[src/lrk_delay.sv]
// Payload delay line with a shared advance enable.
// Depends on nothing; used to align operands across the pipeline.
`timescale 1ns / 1ps

module lrk_delay #(
   parameter int WIDTH = 48,
   parameter int DEPTH = 4
) (
   input  logic             clock,
   input  logic             en,
   input  logic [WIDTH-1:0] din,
   output logic [WIDTH-1:0] dout
);

   logic [WIDTH-1:0] tap_ff [DEPTH];

   // Shift the whole line whenever the pipeline advances.
   always_ff @(posedge clock) begin
      if (en) begin
         tap_ff[0] <= din;
         for (int i = 1; i < DEPTH; i++) begin
            tap_ff[i] <= tap_ff[i-1];
         end
      end
   end

   assign dout = tap_ff[DEPTH-1];

endmodule

[config.mk]
export PLATFORM = sky130hd
export DESIGN_NAME = lrk_delay
export DESIGN_NICKNAME = d
export VERILOG_FILES = /design/src/lrk_delay.sv
export SDC_FILE = /design/constraint.sdc
export NUM_CORES = 1
export LEC_CHECK = 0
export ABC_AREA = 1
export ABC_CLOCK_PERIOD_IN_PS = 1850
export BUFFER_PORTS_ARGS = -buffer_cell sky130_fd_sc_hd__clkbuf_2
export CAP_MARGIN = 20
export CORE_MARGIN = 1.5
export CORE_UTILIZATION = 50
export CTS_BUF_LIST = sky130_fd_sc_hd__clkbuf_4 sky130_fd_sc_hd__clkbuf_8
export DETAILED_ROUTE_END_ITERATION = 8
export PLACE_DENSITY = 0.72
export SYNTH_ARGS = -nofsm -noshare
export SYNTH_HDL_FRONTEND = slang
export SYNTH_SLANG_ARGS = --single-unit
[constraint.sdc]
create_clock -name clock -period 1.85 [get_ports clock]
set_input_delay 0.0925 -clock clock [delete_from_list [all_inputs] [get_ports clock]]
set_output_delay 0.0925 -clock clock [all_outputs]
set_load 0.03 [all_outputs]
; After elaboration in Yosys (flattened, before gate mapping)
; Memory sizes are Yosys's and may differ from the RTL's.
; Index checks and enable logic that the tools add are counted.
[word_totals]
mem_count = 1
wordCells = 3
ramBits = 192
reg_bits = 0
output_inout_bits = 48
in_bits = 50
[op_classes]
muxes = 2
[mem_list]
columns = memory, words, word_bits, rd, rd_clocked_by_memory_dff, write_ports, line
row1 = tap_ff, 4, 48, 4, 0, 4, 15  ; logic [WIDTH-1:0] tap_ff [DEPTH];
[op_table]
columns = operator, n
row1 = $mux 1, 2

; Longest topological paths before layout
; Gate-level depths: netlist of the first run.
[depth]
depth_word = 2
depth_mapped = 0
mapped_depth_nobuf = 0

; Least setup slack after synthesis of the first run
; OpenSTA, ideal clock, no wires.
[synth_timing]
kind = reg2reg
from = mem tap_ff[0][0]
to = mem tap_ff[1][0] (data pin)
path_buffers = 0
synth_period_minus_slack_ns = 0.589
setup_ns = 0.266
path_slack_ns = 1.261
arrival_ns = 0.323
stages_incl_launch_ff = 1
t_required_ns = 1.584
cell_sequence = edfxtp_1
[synth_lines]
columns = item, line
row1 = start: declaration, 15

==> results.json, run 1 <==
{
  "ant_nets": 0,
  "grt_util_all_layers_pct": 13.0,
  "core-area_um2": 11300,
  "slowest_delay_ps": 400,
  "worstPathBufferInverterCount": 1,
  "multi_input_area_um2": 0,
  "fin_skew_ps": 7.18,
  "power.density_nw_per_um2": 1110,
  "grt_first_pass_wirelength_um": 10800,
  "synthAdderAreaFrac_pct": 0,
  "status": "complete, no violations",
  "power_frac_clock_pct": 31.5,
  "multi_input_gates": 0,
  "routed-wl-met2_um": 3620,
  "maxCapViolations": 0,
  "yosys.cell_count.top_type": "edfxtp_1",
  "cp_max_fo": 1,
  "grt_overflow": 0,
  "post_cts_buffers": 0,
  "tns_ps": 0,
  "regMostFlops": "tap_ff",
  "dpl_worst_slack_ps": 747,
  "layout-drive-gt1-share_pct": 34.9,
  "place_congestion": 0.633,
  "final_cell_area_um2": 7380,
  "cts_buffers": 17,
  "insertion_delay_ps": 440,
  "finalWirelength_um": 7530,
  "clockRootBuffer": "clkbuf_8",
  "yosys-top-cells-area": "edfxtp_1 (100%)",
  "power.internal_w": 0.00649,
  "post-route-drc-count": 0,
  "ir_drop_v": 0.000500,
  "numPortBuffers": 97,
  "vias": 2318,
  "synth.top_cell.area_share_pct": 100,
  "endpoint_kind": "output port",
  "largest_reg_flops": 192,
  "placed_cell_area_um2": 6520,
  "post-route-period-util_pct": 61.4,
  "start_util_pct": 50.9,
  "reg_top3": "tap_ff: 192 flops",
  "ys_top_cells_by_count": "edfxtp_1 (192)",
  "swShare_pct": 20.6,
  "syn_nets": 242,
  "synthToLayoutAreaGrowth_pct": 28.0,
  "p_leak_nw": 2.71,
  "ys_async_sr_fraction_pct": 0,
  "min_path_cells": 1,
  "dr.max_layer_used": "met4",
  "syn_area_per_cell_um2": 30.0,
  "dieArea_um2": 12200,
  "grt_pass1_vias": 2233,
  "max_slew_margin_pct": 73.6,
  "synth_largest_area_cell": "edfxtp_1",
  "synth_mux_area_share_pct": 0,
  "worst_pin_slew_ps": 397,
  "crit_chain": "clkbuf_2",
  "nNetsFinal": 410,
  "yosysSeqAreaShare_pct": 100,
  "clockBufferDepth": 2,
  "p_seq_share_pct": 63.5,
  "rsz0062_at_grt": "no",
  "antenna_cells": 0,
  "synth-seq-cells": 192,
  "timing.rr.start": "tap_ff[0][9]$_DFFE_PP_",
  "cts_tree": "built",
  "drt_iter0_markers": 127,
  "setup_slack_ps": 714,
  "critical_path_class": "flip-flop to output port",
  "yosysWarnings": 0,
  "holdCritPathClass": "input port to flip-flop",
  "synth-edff-count": 192,
  "synth_xor_xnor_area_share_pct": 0,
  "cts.sinks": 192,
  "antenna_found_initial": 0,
  "dr.pass1.iters": 4,
  "synth_compound_area_share_pct": 0,
  "die_h_um": 110,
  "crit_family": "flip-flops",
  "synth-simple-area-share_pct": 0,
  "hpwl_um": 4140,
  "wl_met1_um": 3200,
  "p_comb_share_pct": 5.0,
  "hp-start": "en",
  "drv_slew": 0,
  "clkTransAtPathRegs_ps": 90,
  "p_sw_w": 0.00169,
  "netlist_instances": 192,
  "synth_flop_cell": "edfxtp_1",
  "synth.distinct_cells": 1,
  "setup_viol": 0,
  "wire_per_inst_um": 14.6,
  "wl_met3_um": 572,
  "cp_num_cells": 1,
  "syn_area_um2": 5770,
  "arrival_ps": 1040,
  "cts_htree_levels": 4,
  "post-route-min-period_ps": 1140,
  "placementRows": 39,
  "viasPerCell": 4.50,
  "cpMaxStageDelayCell": "edfxtp_1",
  "die_width_um": 110,
  "rr_worst_depth": 0,
  "ios": 98,
  "max_freq_ghz": 0.880,
  "hold_viol_final": 0,
  "grt_max_degree": 46,
  "critical_path_required_ps": 1760,
  "startpoint": "tap_ff[3][29]$_DFFE_PP_",
  "cp-start-kind": "flip-flop"
}
[cell usage in the layout, fill, tap and decap left out, drive strengths merged]
cell type    instances
inv                  3
buf                  4
clkinv               5
clkinvlp             3
dlygate4sd3         48
bufinv               2
edfxtp             192
clkbuf             115
[routing by layer]
layer | vias to the layer above | GRT usage [%]
li1 | 1121 | -
met1 | 1093 | 15.1
met2 | 89 | 20.4
met3 | 15 | 5.82
met4 | 0 | 7.14
met5 | - | 0
[through the flow]
stage / total power (W) / instances / hold WS (ps) / util, %
6_report: 0.00817 / 515 / 139 / 65.2
5_1_grt: 0.00847 / 515 / 142 / 65.2
4_1_cts: 0.00824 / 515 / 140 / 65.2
3_5_place_dp: 0.00562 / 436 / 272 / 57.6
3_3_place_gp: 0.00560 / 436 / 270 / 57.6
2_1_floorplan: 0.00539 / 192 / 191 / -
[layout make-up]
type / count / area [µm²]
Sequential cell: 192 / 5770
Fill cell: 746 / 3940
Timing Repair Buffer: 149 / 1050
Clock buffer: 18 / 241
Tap cell: 143 / 179
Clock inverter: 13 / 139
[final timing paths]
kind                             end  slack, ps
min reg2reg  tap_ff[1][41]$_DFFE_PP_        420
min          tap_ff[0][39]$_DFFE_PP_        140
max reg2reg   tap_ff[1][9]$_DFFE_PP_       1170
max                         dout[29]        710
[power groups by stage]
stage                     sequential (W)  combinational (W)  clock [W]
final                            0.00519           0.000408    0.00257
after global routing             0.00522           0.000437    0.00282
after CTS                        0.00520           0.000411    0.00264
after detailed placement         0.00529           0.000330          0
after global placement           0.00527           0.000323          0
after floorplan                  0.00539                  0          0
[timing repair]
item | in CTS | in global routing
setup endpoints to repair | 0 | 0
resized for setup | 0 | 0
hold endpoints to repair | 48 | 0
hold buffers | 48 | 0
[cells by family after synthesis]
family,after synthesis
flops,192
Power figures use the tool's default switching activity.
==> run 2: changes to the inputs <==
Settings changed: ABC_CLOCK_PERIOD_IN_PS 1850 to 900, PLACE_DENSITY 0.72 to 0.75.
Clock period 1.85 ns to 0.9 ns, I/O delays scaled along.
==> results.json, run 2 (same netlist as run 1, synthesis figures left out) <==
{
  "clockBufferDepth": 2,
  "fill_cells": 687,
  "core-area_um2": 11300,
  "violations": "setup timing",
  "wire_per_inst_um": 15.1,
  "layout-drive-gt1-share_pct": 36.6,
  "numPortBuffers": 97,
  "worstPathBufferInverterCount": 1,
  "setup_slack_ps": -169,
  "r2r_slack_ps": 230,
  "grt_first_pass_wirelength_um": 11200,
  "vias": 2382,
  "dr.pass1.iters": 4,
  "post-place-cells": 439,
  "clockRootBuffer": "clkbuf_8",
  "dpl_worst_slack_ps": 82.3,
  "timing.rr.start": "tap_ff[1][6]$_DFFE_PP_",
  "placementRows": 39,
  "ant_nets": 0,
  "hp-start": "en",
  "hold_viol_final": 0,
  "setup_viol": 48,
  "crit_chain": "clkbuf_8",
  "min_path_cells": 2,
  "hpwl_um": 4110,
  "maxCapViolations": 0,
  "rr_worst_depth": 0,
  "insertion_delay_ps": 450,
  "cts_htree_levels": 4,
  "cp-start-kind": "flip-flop",
  "crit_family": "flip-flops",
  "rsz0062_at_grt": "yes",
  "max_slew_margin_pct": 82.7,
  "arrival_ps": 1020,
  "post-route-period-util_pct": 119,
  "use_met2_pct": 21.2,
  "power.density_nw_per_um2": 2120,
  "antenna_found_initial": 0,
  "clkTransAtPathRegs_ps": 90,
  "final_cell_mix": "edfxtp_1 (192), clkbuf_8 (53), dlygate4sd3_1 (48), clkbuf_2 (48)",
  "regMostFlops": "tap_ff",
  "ir_drop_v": 0.00162,
  "post-route-drc-count": 0,
  "cts_tree": "built",
  "antenna_cells": 0,
  "die_width_um": 110,
  "finalWirelength_um": 7950,
  "fin_skew_ps": 7.21,
  "holdWs_ps": 264,
  "status": "finished, violations left",
  "multi_input_area_um2": 0,
  "dieArea_um2": 12200,
  "grt_overflow": 0,
  "cts.sinks": 192,
  "holdCritPathClass": "input port to flip-flop",
  "multi_input_gates": 0,
  "grt-busiest-layer": "met2",
  "max_freq_ghz": 0.935,
  "endpoint_kind": "output port",
  "grt_max_degree": 38,
  "largest_reg_flops": 192,
  "p_comb_share_pct": 6.7,
  "grt.met3_usage_pct": 7.00,
  "min_to": "tap_ff[0][2]$_DFFE_PP_",
  "viasPerCell": 4.54,
  "p_total_w": 0.0169,
  "synthToLayoutAreaGrowth_pct": 38.4,
  "p_seq_share_pct": 63.1,
  "grt_util_all_layers_pct": 13.4,
  "p_sw_w": 0.00360,
  "cts_buffers": 17,
  "critical_path_required_ps": 850,
  "power_frac_clock_pct": 30.2,
  "nNetsFinal": 419,
  "power.internal_w": 0.0133,
  "use_met1_pct": 15.3,
  "p_leak_nw": 2.95,
  "ios": 98,
  "reg_top3": "tap_ff: 192 flops",
  "post-route-min-period_ps": 1070,
  "worst_pin_slew_ps": 260,
  "critical_path_class": "flip-flop to output port",
  "final_common_cell": "edfxtp_1",
  "slowest_delay_ps": 400,
  "r2r_end": "tap_ff[2][6]$_DFFE_PP_",
  "drt_iter0_markers": 94,
  "cpMaxStageDelayCell": "edfxtp_1",
  "layout.cells.non_filler": 525,
  "place_congestion": 0.637,
  "start_util_pct": 50.9,
  "grt_pass1_vias": 2314,
  "fin_util_pct": 70.5,
  "die_h_um": 110,
  "cp_max_fo": 1,
  "drv_slew": 0,
  "swShare_pct": 21.3
}
run 2: cell count changes in the layout (fill, tap and decap cells not counted), sizes merged:
cell / before / now
bufinv: 2 / 1
buf: 4 / 20
dlymetal6s4s: 0 / 1
clkinv: 5 / 7
inv: 3 / 4
clkbuf: 115 / 106
run 2: how the worst max path moves through the flow:
stage               slack [ps]  depth (start not counted)               startpoint                       to
detailed placement          80                          2                       en  tap_ff[3][14]$_DFFE_PP_
finish                    -170                          1  tap_ff[3][17]$_DFFE_PP_                 dout[17]
CTS                       -210                          1  tap_ff[3][37]$_DFFE_PP_                 dout[37]
floorplan                  310                          0   tap_ff[0][0]$_DFFE_PP_   tap_ff[1][0]$_DFFE_PP_
global placement           100                          2                       en  tap_ff[3][14]$_DFFE_PP_
global route              -250                          1   tap_ff[3][4]$_DFFE_PP_                  dout[4]
run 2: cell type report:
cell class / count / area, µm² / share of cell area (%)
clock buffer: 17 / 234 / 2.93
clock inverter: 15 / 136 / 1.71
sequential: 192 / 5770 / 72.2
tap: 143 / 179 / 2.24
timing repair buffer: 158 / 1670 / 20.9
run 2: what timing repair did:
item	CTS	global route
setup endpoints to repair	48	189
buffers inserted	0	0
hold endpoints to repair	53	0
resized for setup	89	24
cloned	0	5
hold buffers	49	0
run 2: layer usage:
| layer | wire length, µm | vias up |
|---|---|---|
| li1 | - | 1142 |
| met2 | 4040 | 78 |
| met1 | 3260 | 1147 |
| met3 | 513 | 15 |
| met5 | 0 | - |
| met4 | 136 | 0 |
run 2: power by group through the flow:
stage          Sequential (W)  Combinational [W]  Clock (W)
2_1_floorplan          0.0111                  0          0
3_3_place_gp           0.0108           0.000683          0
3_5_place_dp           0.0109           0.000699          0
4_1_cts                0.0107            0.00103    0.00530
5_1_grt                0.0107            0.00120    0.00564
6_report               0.0107            0.00113    0.00511
run 2: stage by stage:
stage	TNS [ps]	area, µm²
after floorplan	0	5770
after global placement	0	6550
after detailed placement	0	6550
after CTS	-8900	7790
after global routing	-10550	7980
final	-7050	7980
==> run 3: changes to the inputs <==
Settings changed: ABC_AREA 1 to default, TNS_END_PERCENT from default to 20.
==> results.json, run 3 (same netlist as run 1, synthesis figures left out) <==
{
  "status": "finished, violations left",
  "violations": "setup timing",
  "crit_family": "flip-flops",
  "dieArea_um2": 12200,
  "holdCritPathClass": "input port to flip-flop",
  "antenna_found_initial": 0,
  "clockRootBuffer": "clkbuf_8",
  "dr.max_layer_used": "met4",
  "hold_viol_final": 0,
  "cts_htree_levels": 4,
  "crit_chain": "clkbuf_8",
  "multi_input_area_um2": 0,
  "post-place-cells": 439,
  "cpMaxStageDelayCell": "edfxtp_1",
  "core-area_um2": 11300,
  "synthToLayoutAreaGrowth_pct": 35.6,
  "worst_pin_slew_ps": 198,
  "max_freq_ghz": 0.935,
  "fill_cells": 700,
  "layout-drive-gt1-share_pct": 35.8,
  "grt_first_pass_wirelength_um": 11200,
  "routed-wl-met2_um": 3720,
  "place_congestion": 0.637,
  "arrival_ps": 1020,
  "fin_skew_ps": 6.80,
  "finalWirelength_um": 7500,
  "antenna_cells": 0,
  "rsz0062_at_grt": "yes",
  "die_width_um": 110,
  "post-route-drc-count": 0,
  "ios": 98,
  "hpwl_um": 4110,
  "clockBufferDepth": 2,
  "post_cts_buffers": 0,
  "nNetsFinal": 414,
  "regMostFlops": "tap_ff",
  "cp_max_fo": 1,
  "cp-start-kind": "flip-flop",
  "maxCapViolations": 0,
  "critical_path_required_ps": 850,
  "grt_pass1_vias": 2314,
  "p_leak_nw": 2.86,
  "insertion_delay_ps": 450,
  "multi_input_gates": 0,
  "critical_path_class": "flip-flop to output port",
  "wire_per_inst_um": 14.4,
  "largest_reg_flops": 192,
  "vias": 2332,
  "final_common_cell": "edfxtp_1",
  "post-route-min-period_ps": 1070,
  "dr.pass1.iters": 4,
  "start_util_pct": 50.9,
  "cts_buffers": 17,
  "wl_met3_um": 543,
  "layout.cells.non_filler": 520,
  "placementRows": 39,
  "endpoint_kind": "output port",
  "setup_slack_ps": -169,
  "fin_util_pct": 69.0,
  "reg_top3": "tap_ff: 192 flops",
  "setup_viol": 216,
  "die_h_um": 110,
  "cts_tree": "built",
  "ant_nets": 0,
  "drt_iter0_markers": 115,
  "final_cell_mix": "edfxtp_1 (192), clkbuf_8 (54), dlygate4sd3_1 (49)",
  "clkTransAtPathRegs_ps": 90,
  "grt_max_degree": 38,
  "grt_overflow": 0,
  "drv_slew": 0,
  "post-route-period-util_pct": 119,
  "worstPathBufferInverterCount": 1,
  "viasPerCell": 4.48,
  "slowest_delay_ps": 400,
  "ir_drop_v": 0.00230,
  "max_slew_margin_pct": 86.8,
  "cts.sinks": 192,
  "power.density_nw_per_um2": 2150,
  "grt_util_all_layers_pct": 13.4,
  "numPortBuffers": 97,
  "wl_met1_um": 3100
}
-- run 3: changes by cell type in the layout (fill, tap and decap cells not counted) --
cell            delta
dlymetal6s4s_1     -1
buf_16             -4
clkbuf_8           +1
buf_12             +3
clkbuf_16          -5
dlygate4sd3_1      +1
-- run 3: area by class of cell --
type | instances | area, µm² | area share [%]
well taps | 143 | 179 | 2.29
repair buffers | 153 | 1500 | 19.2
clock inverters | 15 | 136 | 1.74
flip-flops and latches | 192 | 5770 | 73.8
clock buffers | 17 | 234 | 2.99
-- run 3: final timing paths --
| check | startpoint | to | slack, ps | depth (start not counted) |
|---|---|---|---|---|
| worst max register to register | tap_ff[1][6]$_DFFE_PP_ | tap_ff[2][6]$_DFFE_PP_ | 240 | 0 |
| worst max-delay path | tap_ff[3][16]$_DFFE_PP_ | dout[16] | -170 | 1 |
| worst min-delay path | din[22] | tap_ff[0][22]$_DFFE_PP_ | 310 | 2 |
| worst min register to register | tap_ff[2][20]$_DFFE_PP_ | tap_ff[3][20]$_DFFE_PP_ | 420 | 0 |
-- run 3: repair_timing --
| item | CTS | global route |
|---|---|---|
| hold endpoints to repair | 53 | 0 |
| cloned | 0 | 0 |
| pin swaps | 0 | 0 |
| gates resized for setup | 89 | 17 |
| hold buffers | 49 | 0 |
| setup endpoints to repair | 48 | 189 |
-- run 3: per-stage QoR --
step	setup TNS [ps]	setup WS [ps]	area, µm²	hold WS [ps]	total power, W
after floorplan	0	311	5770	144	0.0111
after global placement	0	98.2	6550	221	0.0115
after detailed placement	0	82.3	6550	224	0.0116
after CTS	-8900	-214	7790	265	0.0170
after global routing	-13140	-244	7820	265	0.0175
final	-12960	-169	7820	306	0.0168
-- run 3: power by group --
| group | internal, W | total (W) | switching (W) |
|---|---|---|---|
| clock network | 0.00222 | 0.00509 | 0.00288 |
| logic | 0.000515 | 0.00104 | 0.000526 |
| registers | 0.0105 | 0.0107 | 0.000161 |
| total | 0.0133 | 0.0168 | 0.00356 |
-- run 3: metal layers --
metal  up-vias  track usage [%]
li1       1130                -
met1      1114             15.3
met2        76             21.2
met3        12             7.00
met4         0             6.04
met5         -                0
